[src/hw/rtl/sagp_pkg.sv]
// ----------------------------------------------------------------------------
// sagp_pkg
// Shared types, register indexes and constants of the spatial gain/pan core.
// ----------------------------------------------------------------------------
`default_nettype none

package sagp_pkg;

	localparam int IN_W       = 136;
	localparam int OUT_W      = 24;
	localparam int CFG_IDX_W  = 3;
	localparam int CFG_DATA_W = 48;
	localparam int FIFO_DEPTH = 4;
	localparam int ONE_Q14    = 16384;

	localparam logic [16:0] UNITY = 17'd65536;

	localparam logic [CFG_IDX_W-1:0] REG_POS_X   = 3'd0;
	localparam logic [CFG_IDX_W-1:0] REG_POS_Y   = 3'd1;
	localparam logic [CFG_IDX_W-1:0] REG_POS_Z   = 3'd2;
	localparam logic [CFG_IDX_W-1:0] REG_FORWARD = 3'd3;
	localparam logic [CFG_IDX_W-1:0] REG_UP      = 3'd4;
	localparam logic [CFG_IDX_W-1:0] REG_MASTER  = 3'd5;
	localparam logic [CFG_IDX_W-1:0] REG_EFFECTS = 3'd6;

	localparam logic [47:0] FORWARD_RESET = 48'd211106232532992;
	localparam logic [47:0] UP_RESET      = 48'd1073741824;

	// unit right vector for the reset orientation
	localparam logic signed [15:0] RV_RESET_NX = 16'sd16384;

	typedef struct packed {
		logic               deg;
		logic signed [15:0] nx;
		logic signed [15:0] ny;
		logic signed [15:0] nz;
	} rvec_t;

	typedef struct packed {
		logic signed [25:0] dx;
		logic signed [25:0] dy;
		logic signed [25:0] dz;
		logic        [22:0] near_dist;
		logic        [22:0] far_dist;
		logic        [16:0] ev;
		logic signed [15:0] nx;
		logic signed [15:0] ny;
		logic signed [15:0] nz;
		logic               pzero;
	} fe_t;

	function automatic logic [16:0] sat_unity(input logic [16:0] v);
		return (v > UNITY) ? UNITY : v;
	endfunction

endpackage

`default_nettype wire

[src/hw/rtl/sagp_front.sv]
// ----------------------------------------------------------------------------
// sagp_front
// Input side: unpacks an emitter, forms the listener offset and pan flags.
// ----------------------------------------------------------------------------
`default_nettype none

module sagp_front (
	input  wire logic                      s_axis_tvalid,
	output logic                           s_axis_tready,
	input  wire logic [sagp_pkg::IN_W-1:0] s_axis_tdata,
	input  wire logic [23:0]               pos_x,
	input  wire logic [23:0]               pos_y,
	input  wire logic [23:0]               pos_z,
	input  wire sagp_pkg::rvec_t           rv,
	input  wire logic                      rv_busy,
	input  wire logic                      fifo_full,
	output logic                           push,
	output sagp_pkg::fe_t                  entry
);
	import sagp_pkg::*;

	logic [23:0] ex, ey, ez;
	logic [22:0] nr, fr;

	assign ex = s_axis_tdata[23:0];
	assign ey = s_axis_tdata[47:24];
	assign ez = s_axis_tdata[71:48];
	assign nr = s_axis_tdata[94:72];
	assign fr = s_axis_tdata[117:95];

	assign s_axis_tready = !rv_busy && !fifo_full;
	assign push          = s_axis_tvalid && s_axis_tready;

	always_comb begin
		entry.dx        = $signed({{2{ex[23]}}, ex}) - $signed({{2{pos_x[23]}}, pos_x});
		entry.dy        = $signed({{2{ey[23]}}, ey}) - $signed({{2{pos_y[23]}}, pos_y});
		entry.dz        = $signed({{2{ez[23]}}, ez}) - $signed({{2{pos_z[23]}}, pos_z});
		entry.near_dist = nr;
		entry.far_dist  = fr;
		entry.ev        = sat_unity(s_axis_tdata[134:118]);
		entry.nx        = rv.nx;
		entry.ny        = rv.ny;
		entry.nz        = rv.nz;
		// centered pan for a degenerate right vector or zero far distance
		entry.pzero     = rv.deg || (fr == 23'd0);
	end

endmodule

`default_nettype wire

[config.mk]
export PLATFORM = sky130hd
export DESIGN_NAME = sagp_front
export DESIGN_NICKNAME = d
export VERILOG_FILES = /design/src/hw/rtl/sagp_pkg.sv /design/src/hw/rtl/sagp_front.sv
export SDC_FILE = /design/constraint.sdc
export NUM_CORES = 1
export LEC_CHECK = 0
export BUFFER_PORTS_ARGS = -buffer_cell sky130_fd_sc_hd__clkbuf_2
export CAP_MARGIN = 0
export CORE_AREA = 2 2 176 178
export DETAILED_ROUTE_END_ITERATION = 12
export DIE_AREA = 0 0 178 180
export PLACE_DENSITY = 0.42
export SLEW_MARGIN = 30
export SYNTH_ARGS = -nofsm -noshare
export SYNTH_HDL_FRONTEND = slang
export SYNTH_SLANG_ARGS = --single-unit
[constraint.sdc]
create_clock -name vclk -period 2.35
set_clock_uncertainty 0.2 [all_clocks]
set_input_delay 0.235 -clock vclk [all_inputs]
set_output_delay 0.235 -clock vclk [all_outputs]
set_load 0.005 [all_outputs]
After elaboration in Yosys (flattened, before gate mapping)
Index checks and enable logic that the tools add are counted.
- word-level logic and storage cells: 11
- bits of input ports: 260
- output and inout port bits: 192
- flip-flop bits (word level): 0
- $add $sub $neg: 3
- reductions and logical operators: 6
- muxes and demuxes: 1
- $lt $le $gt $ge: 1
- operator list (kind ; number):
    $sub A24 B24 Y25 ; 3
    $logic_not A23 Y1 ; 1
    $gt A17 B17 Y1 const B ; 1
    $mux W17 ; 1
    $logic_and A1 B1 Y1 ; 2
    $logic_not A1 Y1 ; 2
    $logic_or A1 B1 Y1 ; 1

Longest topological paths before layout
- depth after elaboration: 3
- depth in mapped cells: 11
- depth with buffers taken out: 10

Worst setup path before layout
Ideal clock, no wire load.
- path kind: input to output
- start: input port s_axis_tdata[24] in the netlist's numbering
- end: output port entry[163] in the netlist's numbering
- stages: 11
- path slack: -263 ps
- required time: 1915 ps
- buffers on the path: 1
- arrival: 2178 ps
- path through: inv_1 > ha_1 > fa_1 > nand2b_1 > a21oi_1 > o2111ai_1 > nand2b_1 > a31oi_1 > o31ai_1 > a21oi_1 > buf_4
- RTL lines (item ; line ; text):
    from (decl) ; sagp_front.sv:10 ; input wire logic [sagp_pkg::IN_W-1:0] s_axis_tdata,
    to (decl) ; sagp_front.sv:18 ; output sagp_pkg::fe_t entry

==> results.ini <==
[run_status]
outcome=finished with violations
violations=negative setup slack

[final_layout]
antenna-diode-count=0
clock_buffers=0
seq_cells=0
fin_cells=1512
nets=1453
drive_gt1_share_pct=60.8
seqCellArea_um2=0
syn2layout_area_growth_pct=87.0

[synthesis]
ys_seq_area_share_pct=0
ys_types=54
synth_top_area_share_pct=18.6
synth_cells=720
yosys_warnings=0
synth.area.top_cells=ha_1, buf_4, inv_1
yosysTopAreaCell=ha_1
yosysMostFrequentCell=buf_4
synth_area_per_cell_um2=6.73
synthesis.nets=1055
syn-cell-area_um2=4840
synth_common_cells=buf_4, inv_1, ha_1

[floorplanning]
die_h_um=180
rows=64
die_x_um=178
start_util_pct=16.0
boundaryPins=452
coreArea_um2=30200
design.die.area_um2=32000

[hold_path]
hold_depth=0
min-delay-start=rv[11]
hold_path_end=entry[12]
hp-class=in2out

[global_route]
grt_pass1_wl_um=33300
grt_max_degree=11
grt_use_total_pct=12.9
grt_overflow_total=0
grt_pass1_vias=6378
antenna_found_initial=0

[critical_path]
cp-start-kind=input pin
worstPathArrival_ns=2.29
cp.required_ns=1.91
path_max_fanout=4
cp-end-kind=output pin
criticalPathCategory=in2out

[drt]
drt_iter0_markers=250
wl_met3_um=1570
drt-total-wl_um=22600
vias_per_cell=4.24
drc=0
top_layer_used=met4
vias=6408
wl_met2_um=11300
wl_per_cell_um=15.0
met1Wirelength_um=9120
ant_nets=0
dr.pass1.iters=4

[timing]
max_slew.worst_pin.slew_ns=0.778
finalHoldViolations=0
relSlewSlack_pct=47.5
rsz0062_at_grt=yes
whs_ns=0.270
setup_slack_ns=-0.379
fin_crit_sh_pct=116
slew_violations=0
setup_viol=43
fin_crit_ns=2.73
clock.fmax_mhz=366

[place]
pre_cts_slack_ns=-0.583
io_buffers=309
dp.cells=1478
gp_congestion=0.862
hpwl_um=19500

[power_and_ir_drop]
vdd_drop_max_uv=116
p_leak_uw=0.00462
finalPower_uw=2650
p_per_area_nw_per_um2=293

[flow_run]
drv_cap=0

[clocking]
cts_hold_buf=0

[critical path: stages]
cell	delay [ns]
clkbuf_16	0.13
inv_12	0.04
ha_4	0.12
fa_2	0.23
nor2b_2	0.06
o31a_1	0.26
a221o_1	0.38
a21oi_4	0.25
o21bai_1	0.11
a21oi_1	0.17
xnor2_1	0.15
clkbuf_2	0.14
[through the flow]
step | setup TNS, ns | area [um2] | utilization, %
3_5_place_dp | -14.25 | 7440 | 24.7
6_report | -7.39 | 9060 | 30.0
3_3_place_gp | -13.46 | 7440 | 24.7
4_1_cts | -9.28 | 8520 | 28.2
5_1_grt | -11.39 | 9060 | 30.0
2_1_floorplan | -0.196 | 4970 | -
[per-layer routing]
layer | up-vias | global-route usage (%)
met4 | 0 | 2.89
met5 | - | 0
met2 | 262 | 23.8
li1 | 3179 | -
met1 | 2931 | 15.3
met3 | 36 | 2.07
[area by class of cell]
class / count / area [um2]
tap: 396 / 495
multi-input combinational: 516 / 4900
timing repair buffer: 505 / 3270
inverter: 95 / 394
fill: 3282 / 21100
[power breakdown]
part	internal, uW	leakage [uW]	switching, uW
logic	1410	0.00462	1240
registers	0	0	0
clock network	0	0	0
total	1410	0.00462	1240
[layout by cell type (no fill, tap or decap), types with 8 or more instances in the layout]
cell,synthesis,routed
o21a_1,11,10
inv_1,95,77
a21o_1,22,22
buf_2,1,42
o21ai_0,24,19
xor2_1,27,22
nor4_1,11,10
and3_1,11,9
xnor2_2,0,8
a21oi_2,1,21
nor2b_1,29,25
o21ai_2,0,10
xnor2_1,36,27
nor2_1,40,34
clkbuf_2,0,246
buf_6,0,43
inv_2,0,9
nand3_1,12,9
ha_4,0,33
nand4_1,10,10
a21oi_1,63,36
buf_4,97,170
nand2_1,42,39
ha_1,72,37
o211ai_1,8,8
[what timing repair did]
item,in CTS,in global routing
resized for setup,152,154
cloned,0,0
buffers inserted,44,16
setup endpoints to repair,51,56
pin swaps,97,76
[worst max-delay path by stage]
stage	from	endpoint
final	s_axis_tdata[0]	entry[182]
after global routing	s_axis_tdata[0]	entry[182]
after CTS	s_axis_tdata[24]	entry[154]
after detailed placement	s_axis_tdata[24]	entry[160]
after global placement	s_axis_tdata[24]	entry[160]
after floorplan	s_axis_tdata[24]	entry[163]
[cell families after synthesis]
family | Yosys count | share of synthesized area [%]
AOI/OAI and AO/OA | 192 | 26.1
xor gates and xnor gates | 63 | 11.4
adders and majority gates | 75 | 19.8
buffers and inverters | 204 | 23.4
and+or+nand+nor | 186 | 19.3
Power figures use the tool's default switching activity.
