[src/hw/rtl/sagp_pkg.sv]
// ----------------------------------------------------------------------------
// sagp_pkg
// Shared types, register indexes and constants of the spatial gain/pan core.
// ----------------------------------------------------------------------------
`default_nettype none

package sagp_pkg;

	localparam int IN_W       = 136;
	localparam int OUT_W      = 24;
	localparam int CFG_IDX_W  = 3;
	localparam int CFG_DATA_W = 48;
	localparam int FIFO_DEPTH = 4;
	localparam int ONE_Q14    = 16384;

	localparam logic [16:0] UNITY = 17'd65536;

	localparam logic [CFG_IDX_W-1:0] REG_POS_X   = 3'd0;
	localparam logic [CFG_IDX_W-1:0] REG_POS_Y   = 3'd1;
	localparam logic [CFG_IDX_W-1:0] REG_POS_Z   = 3'd2;
	localparam logic [CFG_IDX_W-1:0] REG_FORWARD = 3'd3;
	localparam logic [CFG_IDX_W-1:0] REG_UP      = 3'd4;
	localparam logic [CFG_IDX_W-1:0] REG_MASTER  = 3'd5;
	localparam logic [CFG_IDX_W-1:0] REG_EFFECTS = 3'd6;

	localparam logic [47:0] FORWARD_RESET = 48'd211106232532992;
	localparam logic [47:0] UP_RESET      = 48'd1073741824;

	// unit right vector for the reset orientation
	localparam logic signed [15:0] RV_RESET_NX = 16'sd16384;

	typedef struct packed {
		logic               deg;
		logic signed [15:0] nx;
		logic signed [15:0] ny;
		logic signed [15:0] nz;
	} rvec_t;

	typedef struct packed {
		logic signed [25:0] dx;
		logic signed [25:0] dy;
		logic signed [25:0] dz;
		logic        [22:0] near_dist;
		logic        [22:0] far_dist;
		logic        [16:0] ev;
		logic signed [15:0] nx;
		logic signed [15:0] ny;
		logic signed [15:0] nz;
		logic               pzero;
	} fe_t;

	function automatic logic [16:0] sat_unity(input logic [16:0] v);
		return (v > UNITY) ? UNITY : v;
	endfunction

endpackage

`default_nettype wire

[src/hw/rtl/sagp_rvec.sv]
// ----------------------------------------------------------------------------
// sagp_rvec
// Sequential unit: unit right vector (forward x up, normalized) in Q1.14.
// ----------------------------------------------------------------------------
`default_nettype none

module sagp_rvec (
	input  wire logic          clk,
	input  wire logic          arst_n,
	input  wire logic          start,
	input  wire logic [47:0]   fwd,
	input  wire logic [47:0]   up,
	output logic               busy,
	output sagp_pkg::rvec_t    rv
);
	import sagp_pkg::*;

	localparam logic [1:0] ST_IDLE = 2'd0;
	localparam logic [1:0] ST_MUL  = 2'd1;
	localparam logic [1:0] ST_SQRT = 2'd2;
	localparam logic [1:0] ST_DIV  = 2'd3;

	localparam int MUL_LAST  = 8;
	localparam int SQRT_LAST = 31;
	localparam int DIV_LAST  = 45;

	logic [1:0]         state_q;
	logic [5:0]         cnt_q;
	logic [1:0]         comp_q;
	logic signed [32:0] t_q;
	logic signed [32:0] r_q [0:2];
	logic [63:0]        sum_q;
	logic [63:0]        rad_q;
	logic [33:0]        rem_q;
	logic [31:0]        root_q;
	logic [45:0]        dv_q;
	logic [31:0]        drem_q;
	logic [14:0]        quo_q;
	logic               neg_q;
	rvec_t              rv_q;

	logic signed [32:0] opa, opb;
	logic [31:0]        ma, mb;
	logic [63:0]        prod;
	logic signed [32:0] sprod;
	logic [35:0]        sq_rem, sq_trial;
	logic               sq_ge;
	logic [33:0]        sq_rem_n;
	logic [31:0]        sq_root_n;
	logic [32:0]        dv_t;
	logic               dv_ge;
	logic [31:0]        drem_n;
	logic [14:0]        quo_n;
	logic signed [15:0] ncomp;

	function automatic logic [31:0] mag32(input logic signed [32:0] a);
		logic [32:0] n;
		n = a[32] ? (~a + 33'd1) : a;
		return n[31:0];
	endfunction

	function automatic logic signed [32:0] sx16(input logic [15:0] a);
		return {{17{a[15]}}, a};
	endfunction

	always_comb begin
		opa = '0;
		opb = '0;
		unique case (cnt_q)
			6'd0: begin opa = sx16(fwd[31:16]); opb = sx16(up[47:32]); end
			6'd1: begin opa = sx16(fwd[47:32]); opb = sx16(up[31:16]); end
			6'd2: begin opa = sx16(fwd[47:32]); opb = sx16(up[15:0]);  end
			6'd3: begin opa = sx16(fwd[15:0]);  opb = sx16(up[47:32]); end
			6'd4: begin opa = sx16(fwd[15:0]);  opb = sx16(up[31:16]); end
			6'd5: begin opa = sx16(fwd[31:16]); opb = sx16(up[15:0]);  end
			6'd6: begin opa = r_q[0]; opb = r_q[0]; end
			6'd7: begin opa = r_q[1]; opb = r_q[1]; end
			6'd8: begin opa = r_q[2]; opb = r_q[2]; end
			default: begin opa = '0; opb = '0; end
		endcase
	end

	assign ma    = mag32(opa);
	assign mb    = mag32(opb);
	assign prod  = {32'd0, ma} * {32'd0, mb};
	assign sprod = (opa[32] ^ opb[32]) ? -$signed(prod[32:0]) : $signed(prod[32:0]);

	// one root bit per cycle
	assign sq_rem    = {rem_q, rad_q[63:62]};
	assign sq_trial  = {2'b00, root_q, 2'b01};
	assign sq_ge     = (sq_rem >= sq_trial);
	assign sq_rem_n  = sq_ge ? 34'(sq_rem - sq_trial) : sq_rem[33:0];
	assign sq_root_n = {root_q[30:0], sq_ge};

	// one quotient bit per cycle
	assign dv_t   = {drem_q, dv_q[45]};
	assign dv_ge  = (dv_t >= {1'b0, root_q});
	assign drem_n = dv_ge ? 32'(dv_t - {1'b0, root_q}) : dv_t[31:0];
	assign quo_n  = {quo_q[13:0], dv_ge};
	assign ncomp  = neg_q ? -$signed({1'b0, quo_n}) : $signed({1'b0, quo_n});

	always_ff @(posedge clk or negedge arst_n) begin
		if (!arst_n) begin
			state_q <= ST_IDLE;
			cnt_q   <= '0;
			comp_q  <= '0;
			rv_q    <= '{deg: 1'b0, nx: RV_RESET_NX, ny: 16'sd0, nz: 16'sd0};
		end else if (start) begin
			state_q <= ST_MUL;
			cnt_q   <= '0;
		end else begin
			unique case (state_q)
				ST_IDLE: begin
					cnt_q <= '0;
				end
				ST_MUL: begin
					if (cnt_q == 6'd0 || cnt_q == 6'd2 || cnt_q == 6'd4) begin
						t_q <= sprod;
					end else if (cnt_q == 6'd1) begin
						r_q[0] <= t_q - sprod;
					end else if (cnt_q == 6'd3) begin
						r_q[1] <= t_q - sprod;
					end else if (cnt_q == 6'd5) begin
						r_q[2] <= t_q - sprod;
					end else if (cnt_q == 6'd6) begin
						sum_q <= prod;
					end else begin
						sum_q <= sum_q + prod;
					end
					if (cnt_q == 6'(MUL_LAST)) begin
						state_q <= ST_SQRT;
						cnt_q   <= '0;
						rad_q   <= sum_q + prod;
						rem_q   <= '0;
						root_q  <= '0;
					end else begin
						cnt_q <= cnt_q + 6'd1;
					end
				end
				ST_SQRT: begin
					rad_q  <= {rad_q[61:0], 2'b00};
					rem_q  <= sq_rem_n;
					root_q <= sq_root_n;
					if (cnt_q == 6'(SQRT_LAST)) begin
						cnt_q <= '0;
						if (sq_root_n == 32'd0) begin
							state_q <= ST_IDLE;
							rv_q    <= '{deg: 1'b1, nx: 16'sd0, ny: 16'sd0, nz: 16'sd0};
						end else begin
							state_q <= ST_DIV;
							comp_q  <= '0;
							dv_q    <= {mag32(r_q[0]), 14'd0};
							neg_q   <= r_q[0][32];
							drem_q  <= '0;
							quo_q   <= '0;
						end
					end else begin
						cnt_q <= cnt_q + 6'd1;
					end
				end
				ST_DIV: begin
					dv_q   <= {dv_q[44:0], 1'b0};
					drem_q <= drem_n;
					quo_q  <= quo_n;
					if (cnt_q == 6'(DIV_LAST)) begin
						cnt_q <= '0;
						unique case (comp_q)
							2'd0:    rv_q.nx <= ncomp;
							2'd1:    rv_q.ny <= ncomp;
							default: rv_q.nz <= ncomp;
						endcase
						if (comp_q == 2'd2) begin
							state_q  <= ST_IDLE;
							rv_q.deg <= 1'b0;
						end else begin
							comp_q <= comp_q + 2'd1;
							dv_q   <= {mag32(r_q[comp_q + 2'd1]), 14'd0};
							neg_q  <= r_q[comp_q + 2'd1][32];
							drem_q <= '0;
							quo_q  <= '0;
						end
					end else begin
						cnt_q <= cnt_q + 6'd1;
					end
				end
				default: state_q <= ST_IDLE;
			endcase
		end
	end

	assign busy = (state_q != ST_IDLE);
	assign rv   = rv_q;

endmodule

`default_nettype wire

[config.mk]
export PLATFORM = sky130hd
export DESIGN_NAME = sagp_rvec
export DESIGN_NICKNAME = d
export VERILOG_FILES = /design/src/hw/rtl/sagp_pkg.sv /design/src/hw/rtl/sagp_rvec.sv
export SDC_FILE = /design/constraint.sdc
export NUM_CORES = 2
export LEC_CHECK = 0
export BUFFER_PORTS_ARGS = -buffer_cell sky130_fd_sc_hd__buf_2
export CELL_PAD_IN_SITES_DETAIL_PLACEMENT = 0
export CELL_PAD_IN_SITES_GLOBAL_PLACEMENT = 2
export CORE_ASPECT_RATIO = 1.75
export CORE_MARGIN = 3
export CORE_UTILIZATION = 40
export CTS_CLUSTER_DIAMETER = 200
export DETAILED_ROUTE_END_ITERATION = 16
export GPL_ROUTABILITY_DRIVEN = 0
export PLACE_DENSITY = 0.82
export SLEW_MARGIN = 20
export SYNTH_ARGS = -nofsm -noshare
export SYNTH_HDL_FRONTEND = slang
export SYNTH_SLANG_ARGS = --single-unit
[constraint.sdc]
create_clock -name clk -period 16.6 [get_ports clk]
set_input_delay 2.49 -clock clk [delete_from_list [all_inputs] [get_ports clk]]
set_output_delay 2.49 -clock clk [all_outputs]
set_load 0.01 [all_outputs]
* Yosys cells after proc, flatten, opt, wreduce, memory -nomap -nowiden *
Memory sizes are Yosys's and may differ from the RTL's.
Index checks and enable logic that the tools add are counted.

cells by class
  muxes and demuxes = 86
  multipliers = 1
  reductions and logical operators = 33
  add/sub/neg operators = 12
  bitwise operators = 10
  equality and inequality tests = 29
  magnitude comparators = 2

operators by type and width
  kind                     number
  $pmux W33 S6             2
  $mux W32                 10
  $mux W46                 4
  $mux W49                 3
  $add A32 B1 Y32 const B  4
  $mux W64                 2
  $not A32 Y32             4
  $pmux W32 S2             2
  $pmux W64 S2             1
  $mux W33                 3
  $pmux W49 S2             1
  $pmux W46 S2             1
  $mux W34                 2
  $pmux W34 S2             1
  $reduce_or A33 Y1        2
  $add A64 B64 Y64         1
  $mul A32 B32 Y64         1
  $mux W16                 4
  $mux W14                 4
  $ge A36 B34 Y1           1
  $sub A34 B34 Y34         1
  $ge A33 B32 Y1           1
  $neg A33 Y33             1
  $sub A33 B33 Y33         1
  other kinds (37)         116

word-level totals
  word-level logic and storage cells = 190
  input port bits = 99
  RAM bits = 99
  register bits after elaboration = 379
  output and inout bits = 50
  memories = 1

memory list
  name  depth  width  read ports  clocked after Yosys merged registers in  write ports  line             RTL
  r_q   3      33     4           0                                        1            sagp_rvec.sv:31  logic signed [32:0] r_q [0:2];

* Logic depth before layout (Yosys ltp) *
  word-level depth = 12
  mapped depth = 64
  mapped depth without buffers = 62

* Worst setup path after synthesis *
OpenSTA, ideal clock, no wires.

  kind = input -> register
  start point = input port fwd[32]
  end point = register sum_q[61] (data pin)
  data required time = 16.327 ns
  cell stages on the path = 55
  slack = 1.604 ns
  setup time = 0.273 ns
  arrival = 14.723 ns
  path buffers = 2
  cell sequence = a222oi_1 > nand2_2 > clkinv_1 > clkbuf_1 > ha_1 > nand3_1 > or3_1 > nor2_1 > nand2_1 > a211oi_1 > a21o_1 > clkbuf_1 > nor2_1 > fa_1 > inv_1 > fa_1 > fa_1 > fa_1 > (+19 left out) > a21o_1 > a21o_1 > a21o_1 > xnor2_1 > inv_1 > ha_1 > a21o_1 > a21o_1 > a21oi_1 > nand2_1 > o2111ai_1 > a21boi_0 > o21a_1 > a221oi_1 > o211ai_1 > o21ai_0 > a21o_1 > a31oi_1

between the ends
  word-level cells in the longest chain between the ends = 7

RTL lines
  element                 line              RTL
  start: declaration      sagp_rvec.sv:11   input wire logic [47:0] fwd,
  $pmux W33 S6 *          sagp_rvec.sv:69   unique case (cnt_q)
  $not A32 Y32            sagp_rvec.sv:58   n = a[32] ? (~a + 33'd1) : a;
  $add A32 B1 Y32         sagp_rvec.sv:58
  $mux W32 *              sagp_rvec.sv:58
  $mul A32 B32 Y64 *      sagp_rvec.sv:85   assign prod = {32'd0, ma} * {32'd0, mb};
  $add A64 B64 Y64        sagp_rvec.sv:128  sum_q <= sum_q + prod;
  $mux W64 *              sagp_rvec.sv:125  end else if (cnt_q == 6'd6) begin
  end signal: assignment  sagp_rvec.sv:126  sum_q <= prod;
  end signal: assignment  sagp_rvec.sv:128
  end: declaration        sagp_rvec.sv:32   logic [63:0] sum_q;

Every way passes the cells marked *; elsewhere a longest branch is shown, timed or not.
A chain may end at the register's enable or synchronous reset.

* Final worst setup path *
  start point = input port fwd[34]
  end point = register sum_q[58] (data pin)

Same word-level chain as after synthesis.

==> metrics.csv <==
metric,value,unit
CTS root buffer,clkbuf_16,
cell mode on critical path,fa_1,
Setup Skew,0.04055,ns
"Clk pin slew, worst setup/hold paths",0.06,ns
Post-synth EDFFs,405,
endpoints failing setup,0,
Post-Syn Nets,8573,
via-per-instance ratio,5.564,
Yosys warning count,0,
initial antenna violation count,4,
nets@finish,8708,
status,"finished, final reports clean",
"Distinct cells, synth",118,
"flops & latches, synth",464,
CP arrival,16.38,ns
Worst-Margin Slew,1.216,ns
TritonCTS Buffers,47,
DRC Markers,0,
Post-Route WL,237.8,mm
Max stage delay on crit path,0.65,ns
H-tree Lvls,2,
DR vias,52130,
Initial DRT Pass Iterations,6,
clk_lat worst skew,0.65,ns
die area,165500,µm²
register area share after synthesis,21.24,%
post-synth top area share,28.03,%
Syn Inst Count,7144,
CTS Sinks,464,
Die Wd,308.9,µm
Sum Neg Setup Slack,0,ns
I/O pin cnt,149,
HP Class,reg -> reg,
DRT iter0 DRCs,3316,
GR Overflow Total,0,
Synth top cells by count,"1,098 x inv_1, 929 x nand2_1, 904 x nor2_1, 899 x fa_1, 431 x ha_1",
TritonCTS clock tree,built,
HPWL after DPL,193.5,mm
Core Region,158700,µm²
WP data required,16.98,ns
max-cap violations,0,
Slew Limit Fails,0,
ratio of final minimum period to clock period,96.43,%
Fmax achieved,62.47,MHz
"count leader, synth",inv_1,
Initial Util,40.47,%
Die Y,536.0,µm
Setup crit start kind,input port,
Syn-to-layout area delta,9.415,%
pin count of the biggest net entering global routing,78,
ys flop type,edfxtp_1,
mean post-synth cell area,8.987,µm²
clock buffer depth,3,
Avg WL per Cell,25.38,µm
async set or reset register ratio after synthesis,12.72,%
endpoint type of the worst setup path,flip-flop,
Fin. Hold Viols,0,
Setup CP Type,in -> reg,
Rows,193,
GRT Total Usage,28.88,%
CP max-delay cell,xnor2_1,
port bufs,148,
leading area contributor after synthesis,fa_1,
post-synthesis cell area,64200,µm²
placed cell count,9277,
vias in the first global route,55600,
RSZ-0062 raised after global routing,no,
first-pass GRT wire length,350.2,mm
CP Max Fanout,8,
relative max-transition margin,18.50,%
Routed Antenna Nets,0,
crit path time final,16.01,ns
layout cells sized above 1,9.321,%
Synth area leaders,"fa_1 28%, edfxtp_1 19%, ha_1 8.4%",
fin cells,9369,
==> final cells by class <==
cell class	instances	area, µm²
multi-input combinational	5244	45570
tap	2047	2561
clock buffer	64	1291
sequential	464	13640
timing repair buffer	419	2800
inverter	1103	4140
antenna	5	12.51
clock inverter	23	235.2
fill	15680	88400
==> cells in the final DEF (no fill, tap or decap), types with 194 or more instances in the layout <==
master    synthesis  routed
inv_1          1098    1098
nand2_1         929     927
fa_1            899     899
nor2_1          904     896
ha_1            431     430
edfxtp_1        405     405
a21oi_1         329     320
buf_4             5     269
o21ai_0         199     196
xnor2_1         211     194
==> worst paths after layout <==
kind                                from         end  slack, ns  cells after the start
worst max-delay path             fwd[34]   sum_q[58]       0.59                     51
worst min-delay path              rv[35]      rv[35]       0.50                      1
worst min register to register    rv[35]      rv[35]       0.50                      1
max in group asynchronous         arst_n   comp_q[0]      13.98                      2
min in group asynchronous         arst_n  state_q[0]       2.05                      2
worst max register to register  cnt_q[4]  r_q[2][31]       1.04                     54
==> cell families after synthesis <==
kind of cell	after synthesis	share of synthesized area, %
buffers and inverters	1436	8.495
AO/OA/AOI/OAI	1076	10.99
AND/OR/NAND/NOR	2348	15.73
flip-flops	464	21.24
XOR/XNOR	375	5.197
multiplexers	114	1.898
adder cells (fa/ha/maj)	1331	36.45
==> stage by stage <==
stage	hold slack [ns]	worst slack (ns)	area (µm²)	util [%]
after floorplan	0.4768	1.604	64200	-
after global placement	0.4842	0.08072	68640	43.26
after detailed placement	0.4918	0.09012	68660	43.27
after CTS	0.5060	0.6992	70180	44.24
after global routing	0.5123	0.01082	70240	44.27
final	0.5004	0.5921	70250	44.28
==> sequential cells by signal, summed over array words and instances (netlist names) <==
signal,flops
drem_q,32
sum_q,64
comp_q,2
r_q,99
neg_q,1
rem_q,34
t_q,33
quo_q,14
rad_q,64
root_q,32
state_q,2
cnt_q,6
dv_q,32
rv,49
==> what timing repair did <==
action / in CTS / in global routing
buffers inserted: 0 / 0
resized for setup: 0 / 5
setup endpoints to repair: 0 / 8
hold buffers: 0 / 0
==> critical path: cells and delay by family <==
family,cells,cell delay (ns)
buf+inv,6,0.79
xor+xnor,3,1.13
fa+ha+maj,10,4.78
simple gates,12,2.92
mux,1,0.28
compound gates,19,3.99
==> layer usage <==
metal | GRT usage (%) | routed length, µm
met2 | 53.41 | 124100
met4 | 25.80 | 27170
met3 | 3.881 | 11880
met1 | 27.61 | 74690
met5 | 0 | 0
Power is left out: the tool's default activity adds up to more than one toggle a clock period on the data nets, which glitch-free logic cannot reach.
